## config.mk

```make
export PLATFORM = sky130hd
export DESIGN_NAME = float_square_root_newton
export DESIGN_NICKNAME = d
export VERILOG_FILES = /design/src/rtl/fsnr_pkg.sv /design/src/rtl/float_square_root_newton.sv /design/src/rtl/fsnr_addh.sv /design/src/rtl/fsnr_div.sv
export SDC_FILE = /design/constraint.sdc
export NUM_CORES = 1
export LEC_CHECK = 0
export ABC_AREA = 0
export BUFFER_PORTS_ARGS = -buffer_cell sky130_fd_sc_hd__buf_4
export CAP_MARGIN = 20
export CORE_UTILIZATION = 50
export DETAILED_ROUTE_END_ITERATION = 6
export GPL_TIMING_DRIVEN = 1
export PLACE_DENSITY = 0.67
export SYNTH_ARGS = -nofsm -noshare
export SYNTH_HDL_FRONTEND = slang
export SYNTH_SLANG_ARGS = --single-unit
export TNS_END_PERCENT = 5
```

## constraint.sdc

```tcl
create_clock -name clk -period 12.6 [get_ports clk]
set_clock_uncertainty 0.15 [all_clocks]
set_input_delay 1.89 -clock clk [delete_from_list [all_inputs] [get_ports clk]]
set_output_delay 1.89 -clock clk [all_outputs]
set_load 0.005 [all_outputs]
```

## src/rtl/fsnr_pkg.sv

```systemverilog
// shared types and constants for the float square root block
`default_nettype none
package fsnr_pkg;
  localparam int FIX_W = 25;
  typedef logic [FIX_W-1:0] fix_t;
  localparam fix_t FIX_ONE = 25'h100_0000;
  localparam int DIV_STEPS = 27;
  localparam int DIV_CNT_W = 5;
  localparam logic [31:0] QNAN_BITS = 32'h7FC0_0000;
  localparam logic [31:0] POS_INF_BITS = 32'h7F80_0000;
endpackage
`default_nettype wire

```

## src/rtl/float_square_root_newton.sv

```systemverilog
// top level: binary32 square root by newton iteration on a bit-serial divider
// usage: s_tdata carries one binary32 operand, taken when s_tvalid and s_tready
//   are high at a rising edge of clk; m_tdata carries the binary32 root and
//   m_tuser flags invalid and hit_limit; one result per request, in order
// sequence from the accepting edge to m_tvalid high:
//   zero, infinity, nan and negative operands: straight to the output register
//   others: normalizing (one shift per cycle for a subnormal), start estimate,
//   then per newton step a divider start, 27 quotient bits, the divider done
//   flag and an add and round, at most MAX_ITERATIONS steps, then scaling and
//   the output register
// throughput: one request at a time; s_tready is high only while the core is
//   idle, so a new request can be taken in the cycle after the result loads
// reset: rst is synchronous, active high; clears the controller and m_tvalid
// stall: a finished result sits in the output register while m_tready is low;
//   the core takes the next request and stops before its own output only
//   if the previous result has still not been taken
`default_nettype none
module float_square_root_newton #(
  parameter int MAX_ITERATIONS = 8
) (
  input  wire         clk,
  input  wire         rst,
  input  wire         s_tvalid,
  output logic        s_tready,
  input  wire  [31:0] s_tdata,   // [31:0] operand_bits
  output logic        m_tvalid,
  input  wire         m_tready,
  output logic [31:0] m_tdata,   // [31:0] root_bits
  output logic [1:0]  m_tuser    // [0] invalid, [1] hit_limit
);
  import fsnr_pkg::*;

  localparam int CW = $clog2(MAX_ITERATIONS + 1);

  localparam logic [2:0] ST_IDLE   = 3'd0;
  localparam logic [2:0] ST_NORM   = 3'd1;
  localparam logic [2:0] ST_INIT   = 3'd2;
  localparam logic [2:0] ST_DSTART = 3'd3;
  localparam logic [2:0] ST_DWAIT  = 3'd4;
  localparam logic [2:0] ST_ADD    = 3'd5;
  localparam logic [2:0] ST_FIN    = 3'd6;
  localparam logic [2:0] ST_RES    = 3'd7;

  logic [2:0]        state;
  logic [23:0]       n_sh;      // significand being normalized
  logic signed [8:0] e_reg;     // exponent of the split mantissa
  logic signed [8:0] half;      // half of the even exponent
  fix_t              m_fix;     // mantissa in [0.5,2), lsb 2^-24
  fix_t              a_fix;     // current estimate
  logic [CW-1:0]     count;
  logic [31:0]       res_root;
  logic              res_inv;
  logic              res_hit;

  logic              accept;
  logic [7:0]        field;
  logic [22:0]       frac;
  logic [7:0]        field_nz;
  logic signed [8:0] e_even;
  fix_t              add_a;
  fix_t              add_b;
  fix_t              add_out;
  logic              div_start;
  logic              div_busy;
  logic              div_done;
  fix_t              div_quo;
  logic [CW-1:0]     count_next;
  logic signed [9:0] exp_w;
  logic              out_free;

  assign accept = s_tvalid && s_tready;
  assign s_tready = (state == ST_IDLE);
  assign field = s_tdata[30:23];
  assign frac = s_tdata[22:0];
  assign field_nz = (field == 8'd0) ? 8'd1 : field;
  assign e_even = e_reg - $signed({8'b0, e_reg[0]});
  assign div_start = (state == ST_DSTART);
  assign count_next = count + 1'b1;
  assign out_free = !m_tvalid || m_tready;
  // start estimate is (1+m)/2 through the same rounding adder
  assign add_a = (state == ST_INIT) ? FIX_ONE : a_fix;
  assign add_b = (state == ST_INIT) ? m_fix : div_quo;
  assign exp_w = {half[8], half} + (a_fix[FIX_W-1] ? 10'sd127 : 10'sd126);

  fsnr_addh u_addh (
    .op_a     (add_a),
    .op_b     (add_b),
    .sum_half (add_out)
  );

  fsnr_div u_div (
    .clk   (clk),
    .rst   (rst),
    .start (div_start),
    .num   (m_fix),
    .den   (a_fix),
    .busy  (div_busy),
    .done  (div_done),
    .quo   (div_quo)
  );

  always_ff @(posedge clk) begin
    if (rst) begin
      state <= ST_IDLE;
      m_tvalid <= 1'b0;
    end else begin
      // a new result loaded in ST_RES takes precedence over the drain
      if (m_tvalid && m_tready && state != ST_RES) begin
        m_tvalid <= 1'b0;
      end
      case (state)
        ST_IDLE: begin
          if (accept) begin
            res_hit <= 1'b0;
            if (s_tdata[30:0] == 31'd0) begin
              res_root <= 32'd0;
              res_inv <= 1'b0;
              state <= ST_RES;
            end else if (field == 8'hFF && frac != 23'd0) begin
              res_root <= QNAN_BITS;
              res_inv <= 1'b1;
              state <= ST_RES;
            end else if (s_tdata[31]) begin
              res_root <= QNAN_BITS;
              res_inv <= 1'b1;
              state <= ST_RES;
            end else if (field == 8'hFF) begin
              res_root <= POS_INF_BITS;
              res_inv <= 1'b0;
              state <= ST_RES;
            end else begin
              res_inv <= 1'b0;
              n_sh <= {field != 8'd0, frac};
              e_reg <= $signed({1'b0, field_nz}) - 9'sd126;
              state <= ST_NORM;
            end
          end
        end
        ST_NORM: begin
          // one left shift per cycle until the leading one reaches the top
          if (n_sh[23]) begin
            m_fix <= e_reg[0] ? {n_sh, 1'b0} : {1'b0, n_sh};
            half <= e_even >>> 1;
            state <= ST_INIT;
          end else begin
            n_sh <= {n_sh[22:0], 1'b0};
            e_reg <= e_reg - 9'sd1;
          end
        end
        ST_INIT: begin
          a_fix <= add_out;
          count <= '0;
          state <= ST_DSTART;
        end
        ST_DSTART: begin
          state <= ST_DWAIT;
        end
        ST_DWAIT: begin
          if (div_done) begin
            state <= ST_ADD;
          end
        end
        ST_ADD: begin
          a_fix <= add_out;
          count <= count_next;
          if (add_out == a_fix) begin
            res_hit <= 1'b0;
            state <= ST_FIN;
          end else if (count_next == CW'(MAX_ITERATIONS)) begin
            res_hit <= 1'b1;
            state <= ST_FIN;
          end else begin
            state <= ST_DSTART;
          end
        end
        ST_FIN: begin
          // scaling by a power of two only moves the exponent
          res_root <= {1'b0, exp_w[7:0],
                       a_fix[FIX_W-1] ? a_fix[23:1] : a_fix[22:0]};
          state <= ST_RES;
        end
        ST_RES: begin
          if (out_free) begin
            m_tvalid <= 1'b1;
            m_tdata <= res_root;
            m_tuser <= {res_hit, res_inv};
            state <= ST_IDLE;
          end
        end
        default: begin
          state <= ST_IDLE;
        end
      endcase
    end
  end

  a_inv_nan: assert property (@(posedge clk) disable iff (rst)
    m_tvalid && m_tuser[0] |-> m_tdata == QNAN_BITS)
    else $error("invalid result without quiet nan");
  a_flags_excl: assert property (@(posedge clk) disable iff (rst)
    m_tvalid |-> !(m_tuser[0] && m_tuser[1]))
    else $error("invalid and hit_limit both set");
  a_idle_div: assert property (@(posedge clk) disable iff (rst)
    s_tready |-> !div_busy)
    else $error("divider busy while idle");
  a_add_after_div: assert property (@(posedge clk) disable iff (rst)
    state == ST_ADD |-> $past(div_done))
    else $error("add step without quotient");
endmodule
`default_nettype wire

```

## src/rtl/fsnr_addh.sv

```systemverilog
// binary32 round-to-nearest-even add of two fixed operands, then halve
`default_nettype none
module fsnr_addh (
  input  wire fsnr_pkg::fix_t op_a,
  input  wire fsnr_pkg::fix_t op_b,
  output fsnr_pkg::fix_t      sum_half
);
  import fsnr_pkg::*;

  logic [FIX_W:0]   sum;
  logic [FIX_W-2:0] base;
  logic             up;
  logic [FIX_W-1:0] rnd;

  always_comb begin
    sum = {1'b0, op_a} + {1'b0, op_b};
    if (sum[FIX_W]) begin
      // sum in [2,4): grid of four units
      base = sum[FIX_W:2];
      up = sum[1] & (sum[0] | sum[2]);
    end else begin
      // sum in [1,2): grid of two units
      base = sum[FIX_W-1:1];
      up = sum[0] & sum[1];
    end
    rnd = {1'b0, base} + {{(FIX_W-1){1'b0}}, up};
    sum_half = sum[FIX_W] ? {rnd[FIX_W-2:0], 1'b0} : rnd;
  end
endmodule
`default_nettype wire

```

## src/rtl/fsnr_div.sv

```systemverilog
// bit-serial restoring divider with binary32 rounding of the quotient
`default_nettype none
module fsnr_div (
  input  wire                 clk,
  input  wire                 rst,
  input  wire                 start,
  input  wire fsnr_pkg::fix_t num,
  input  wire fsnr_pkg::fix_t den,
  output logic                busy,
  output logic                done,
  output fsnr_pkg::fix_t      quo
);
  import fsnr_pkg::*;

  logic [FIX_W:0]     rem;
  logic [DIV_STEPS-1:0] qraw;
  logic [DIV_CNT_W-1:0] cnt;
  fix_t               den_q;
  logic [FIX_W:0]     diff;
  logic               ge;
  logic [FIX_W:0]     rem_next;
  logic [FIX_W-2:0]   base;
  logic               up;
  logic [FIX_W-1:0]   rnd;
  logic               sticky;

  always_comb begin
    ge = rem >= {1'b0, den_q};
    diff = rem - {1'b0, den_q};
    rem_next = ge ? {diff[FIX_W-1:0], 1'b0} : {rem[FIX_W-1:0], 1'b0};
  end

  always_ff @(posedge clk) begin
    if (rst) begin
      busy <= 1'b0;
      done <= 1'b0;
      cnt <= '0;
    end else begin
      if (start) begin
        busy <= 1'b1;
        done <= 1'b0;
        cnt <= DIV_CNT_W'(DIV_STEPS);
      end else if (busy) begin
        cnt <= cnt - 1'b1;
        busy <= (cnt != DIV_CNT_W'(1));
        done <= (cnt == DIV_CNT_W'(1));
      end else begin
        done <= 1'b0;
      end
    end
  end

  always_ff @(posedge clk) begin
    if (start) begin
      rem <= {1'b0, num};
      den_q <= den;
      qraw <= '0;
    end else if (busy) begin
      rem <= rem_next;
      qraw <= {qraw[DIV_STEPS-2:0], ge};
    end
  end

  // quotient carries two extra low bits below the fix_t lsb; remainder gives the sticky bit
  always_comb begin
    sticky = rem != '0;
    if (qraw[DIV_STEPS-1]) begin
      base = qraw[DIV_STEPS-1:3];
      up = qraw[2] & (qraw[1] | qraw[0] | sticky | qraw[3]);
    end else begin
      base = qraw[DIV_STEPS-2:2];
      up = qraw[1] & (qraw[0] | sticky | qraw[2]);
    end
    rnd = {1'b0, base} + {{(FIX_W-1){1'b0}}, up};
    quo = qraw[DIV_STEPS-1] ? {rnd[FIX_W-2:0], 1'b0} : rnd;
  end

  a_start_idle: assert property (@(posedge clk) disable iff (rst) start |-> !busy)
    else $error("divider started while busy");
endmodule
`default_nettype wire

```

# == Word level (Yosys, flattened, before mapping) ==
# Cells that the tools add are included.
# word_totals
regBits,252
out_inout_bits,36
input_bits,36
wordCells,161
# classes
bitwise,12
reduce_logical,30
mux,60
eq_ne,24
add_sub_neg,10
order_cmp,1
# op_table
operator,n
$mux W24,8
$mux W25,7
$mux W32,5
$pmux W32 S2,1
$mux W9,6
$add A24 B1 Y25,2
$pmux W24 S2,1
$logic_not A31 Y1,1
$mux W3,10
$add A25 B25 Y26,1
$ge A26 B25 Y1,1
$mux W26,1
$reduce_bool A26 Y1,1
$eq A25 B25 Y1,1
$sub A25 B25 Y25,1
$pmux W3 S8,1
$mux W23,1
$reduce_bool A23 Y1,1
$pmux W9 S2,1
$ne A2 B2 Y1 const B,7
$mux W1,13
$eq A3 B3 Y1 const B,4
$reduce_and A4 Y1,3
$mux W5,2
33 further kinds,57

# == Logic depth before layout (Yosys ltp) ==
# logic_depth
ltp_word,17
ltp_mapped,43
depth_no_buf,37

# == Modules after synthesis ==
# A second synthesis with hierarchy kept.
# unflattened
hier_cells,1563
hier_area_um2,15720.1
# by_module_without_submodules
mod,n_inst,cells_per_inst,area_each_um2,seq_area_each_um2
float_square_root_newton,1,583,7652.3,4914.7
fsnr_div,1,612,5586.6,2202.1
fsnr_addh,1,368,2481.1,0.0

# == Least setup slack after synthesis ==
# No wires, ideal clock.
# synth_path
path_kind,register to register
start,register u_div.qraw[26]
end,register res_hit (enable)
path_slack_ns,3.214
required_ns,12.146
setup_time_ns,0.304
n_path_buf,9
arrival_time_ns,8.932
period_less_slack_ns,9.386
path_stages_with_launch,43
path_cell_list,dfxtp_1 -> buf_1 -> buf_1 -> clkbuf_1 -> clkbuf_1 -> mux2_2 -> ha_1 -> nand4_1 -> inv_1 -> nand2_1 -> a211o_1 -> nor4b_1 -> and3_1 -> clkbuf_1 -> xnor2_1 -> nor2_1 -> a21oi_1 -> o21ai_0 -> [... 7 more ...] -> clkbuf_1 -> clkbuf_1 -> clkbuf_1 -> a21oi_1 -> nor2_1 -> ha_1 -> nand3_1 -> nor4_4 -> nand3_1 -> a2111oi_2 -> nand4_1 -> or4_4 -> mux2_2 -> xnor2_1 -> o2111a_1 -> nand4_1 -> o21ba_1 -> o21bai_1
# synth_between
elab_chain_len,13
elab_cells_between_ends,16
classes_between,add/sub (3); eq/ne (2); mux (7); bitwise (3); reduce/logical (1)
# synth_rtl
item,line_no,source
start: declaration,fsnr_div.sv:16,logic [DIV_STEPS-1:0] qraw;
start signal: assignment,fsnr_div.sv:60,"qraw <= {qraw[DIV_STEPS-2:0], ge};"
$mux W24 or $mux W1 (tied branches),fsnr_div.sv:67,if (qraw[DIV_STEPS-1]) begin
$add A24 B1 Y25,fsnr_div.sv:74,"rnd = {1'b0, base} + {{(FIX_W-1){1'b0}}, up};"
$mux W25 *,fsnr_div.sv:75,"quo = qraw[DIV_STEPS-1] ? {rnd[FIX_W-2:0], 1'b0} : rnd;"
$mux W25 *,float_square_root_newton.sv:82,assign add_b = (state == ST_INIT) ? m_fix : div_quo;
$add A25 B25 Y26 *,fsnr_addh.sv:16,"sum = {1'b0, op_a} + {1'b0, op_b};"
$or A1 B1 Y1,fsnr_addh.sv:20,up = sum[1] & (sum[0] | sum[2]);
$and A1 B1 Y1,fsnr_addh.sv:20,
$mux W1,fsnr_addh.sv:17,if (sum[FIX_W]) begin
$add A24 B1 Y25,fsnr_addh.sv:26,"rnd = {1'b0, base} + {{(FIX_W-1){1'b0}}, up};"
$mux W25 *,fsnr_addh.sv:27,"sum_half = sum[FIX_W] ? {rnd[FIX_W-2:0], 1'b0} : rnd;"
$eq A25 B25 Y1 *,float_square_root_newton.sv:166,if (add_out == a_fix) begin
$ne A3 B3 Y1 (no line) *,n/a,
$reduce_and A4 Y1 (no line) *,n/a,
end signal: assignment,float_square_root_newton.sv:114,res_hit <= 1'b0;
end signal: assignment,float_square_root_newton.sv:167,res_hit <= 1'b0;
end signal: assignment,float_square_root_newton.sv:170,res_hit <= 1'b1;
end: declaration,float_square_root_newton.sv:53,logic res_hit;
# Mark *: on every way between the ends. The rest lies on a longest branch, timed or not.
# A chain may end at the register's enable or synchronous reset.

# == Worst setup path after layout ==
# layout_path
start,register u_div.qraw[26]
end,register res_hit (enable)
# layout_between
elab_chain_len,13
elab_cells_between_ends,16
classes_between,add/sub (3); eq/ne (2); mux (7); bitwise (3); reduce/logical (1)
# layout_rtl
item,line_no,source
$mux W24 or $mux W1 (tied branches),fsnr_div.sv:67,
$add A24 B1 Y25,fsnr_div.sv:74,
$mux W25 *,fsnr_div.sv:75,
$mux W25 *,float_square_root_newton.sv:82,
$add A25 B25 Y26 *,fsnr_addh.sv:16,
$or A1 B1 Y1,fsnr_addh.sv:20,
$and A1 B1 Y1,fsnr_addh.sv:20,
$mux W1,fsnr_addh.sv:17,
$add A24 B1 Y25,fsnr_addh.sv:26,
$mux W25 *,fsnr_addh.sv:27,
net add_out[13],float_square_root_newton.sv:62,fix_t add_out;
$eq A25 B25 Y1 *,float_square_root_newton.sv:166,
$ne A3 B3 Y1 (no line) *,n/a,
$reduce_and A4 Y1 (no line) *,n/a,
# The timed path passes the listed nets; every way through them passes the cells marked *.

==> results.cfg <==
[status]
outcome = complete, no violations

[flow_run]
drv_cap = 0

[global_routing]
grt_pass1_vias = 11900
grt_max_degree = 82
grt_pass1_wl_um = 66800
antenna_found_initial = 0
grt_overflow = 0
grt.total_usage_pct = 25.6

[clock_tree]
worstSkewPairLatency_ns = 0.56
clkTransAtPathRegs_ns = 0.06
cts_setup_buffers = 0
cts-root-buf = clkbuf_16
clockBufferDepth = 3
cts_resized = 0
cts_hold_buf = 0
cts_buffers = 28
htreeDepth = 1
clock_sinks = 250
cts_tree = built

[timing]
slew_viol_final = 0
min_period_over_period_pct = 75.0
max_slew.worst_pin.slew_ns = 1.09
setup_viol = 0
hold_viol = 0
tns_ns = 0
min_period_ns = 9.45
hold_slack_ns = 0.266
rsz0062_at_grt = no
max_freq_mhz = 106
slew_headroom_pct = 27.1

[pwr]
max-vdd-ir-drop_mv = 0.112
p_seq_share_pct = 32.8
pwr-share-clk_pct = 22.5
total_power_mw = 3.72
power.density_nw_per_um2 = 207
leakage_nw = 6.63
combinationalPowerShare_pct = 44.7
switching_power_mw = 1.50
swShare_pct = 40.4
cell_internal_pwr_mw = 2.21

[finish]
reg.largest.list = m_tdata (31), res_root (31), u_div.qraw (27)
syn_to_final_growth_pct = 10.8
n_antenna_cell = 0
drive_above_1_share_pct = 11.8
fin_nets = 1819

[critical_path]
cp_max_fo = 25
cp-start-kind = flip-flop
critPathCaptureType = flip-flop
cpMaxStageDelayCell = or3b_2
worstSetupPathType = reg -> reg
critPathMostFrequentCell = ha_1
required_ns = 12.71
critPathBufInv = 2
crit_family = simple AND/OR/NAND/NOR gates
arrival_ns = 9.56
slowest_delay_ns = 0.52

[detailed_routing]
post-route-drc-count = 0
drt-total-wl_um = 42400
ant_nets = 0
viasPerCell = 5.93
vias = 12700
wl_per_cell_um = 19.9
drt_iter0_drc = 933
dr.pass1.iters = 5

[floorplan]
die_w_um = 182
start_util_pct = 51.1
ios = 72
coreArea_um2 = 31700
rows = 65
dieArea_um2 = 33100
fp.dieH_um = 182

[yosys]
synth_top_area_share_pct = 39.1
yosysUniqueCellTypes = 91
synth_seq_area_share_pct = 43.9
avgSynthCellArea_um2 = 9.60
synthArstFlopShare_pct = 0
synth_cells = 1689
syn_nets = 1795
yosys_warnings = 0
synth_area_um2 = 16200
synth_ff_type = edfxtp_1
netlist.top_cell.by_area = edfxtp_1
synth_edf_count = 211
synthTopCellsByArea = edfxtp_1 39%, ha_1 5.2%, dfxtp_1 4.8%
ys_seq_elements = 250

[place]
gp_congestion = 0.925
dp_hpwl_um = 31300
portBuffers = 70

[hold_path]
hold_path.class = reg -> reg
[cell usage after synthesis (35+ instances only)]
| master | n |
|---|---|
| xnor2_1 | 85 |
| ha_1 | 68 |
| a21oi_1 | 132 |
| o21ai_0 | 102 |
| nand2_1 | 162 |
| clkbuf_1 | 69 |
| dfxtp_1 | 39 |
| mux2i_1 | 64 |
| nor2_1 | 167 |
| nand3_1 | 43 |
| inv_1 | 64 |
| xor2_1 | 41 |
| edfxtp_1 | 211 |
| nand2b_1 | 35 |
[placed cells by master (no fill, tap or decap), types with 38 or more instances in the layout]
cell type / Yosys / final
ha_1: 68 / 68
a21oi_1: 132 / 131
xor2_1: 41 / 41
nand2_1: 162 / 162
buf_4: 1 / 85
dfxtp_1: 39 / 38
xnor2_1: 85 / 85
nand3_1: 43 / 43
mux2i_1: 64 / 64
o21ai_0: 102 / 102
edfxtp_1: 211 / 211
nor2_1: 167 / 166
inv_1: 64 / 63
[cells by family after synthesis]
family                   synth area share (%)
other                                  0.0231
XOR/XNOR                                 7.60
multiplexers                             6.11
adder cells (fa/ha/maj)                  5.50
AO/OA/AOI/OAI                            14.6
buffers and inverters                    3.72
flip-flops                               43.9
AND/OR/NAND/NOR                          18.5
[stage by stage]
stage	instances	worst slack (ns)	instance area [µm²]	util, %
after CTS	2137	3.35	18000	56.6
after global routing	2137	2.37	18000	56.6
after global placement	2085	3.56	17000	53.6
after detailed placement	2085	3.37	17000	53.6
after floorplan	1689	3.21	16200	-
final	2137	3.15	18000	56.6
[routing by layer]
layer	vias to the layer above	global-route usage, %	wire length [µm]
met4	0	6.99	1100
met5	-	0	0
met2	367	41.3	19700
met1	6058	36.5	19300
li1	6189	-	-
met3	67	2.65	2300
[power by group through the flow]
stage	clock [mW]	sequential (mW)	combinational (mW)
after floorplan	0	1.17	1.27
after global placement	0	1.23	1.63
after detailed placement	0	1.23	1.64
after CTS	0.851	1.22	1.65
after global routing	0.880	1.23	1.83
final	0.835	1.22	1.66
[cell type report]
| type | instances | area, µm² |
|---|---|---|
| Multi-Input combinational cell | 1283 | 8510 |
| Timing Repair Buffer | 85 | 638 |
| Fill cell | 2833 | 13800 |
| Tap cell | 402 | 503 |
| Inverter | 65 | 244 |
| Sequential cell | 250 | 7120 |
| Clock buffer | 38 | 811 |
| Clock inverter | 14 | 138 |
[final timing paths]
| check | start | end | slack (ns) | cells past startpoint |
|---|---|---|---|---|
| worst min register to register | res_root[28] | m_tdata[28] | 0.27 | 0 |
| worst min-delay path | res_root[28] | m_tdata[28] | 0.27 | 0 |
| worst max-delay path | u_div.qraw[26] | res_hit | 3.15 | 34 |
| worst max register to register | u_div.qraw[26] | res_hit | 3.15 | 34 |
(Power assumes the default switching activity.)
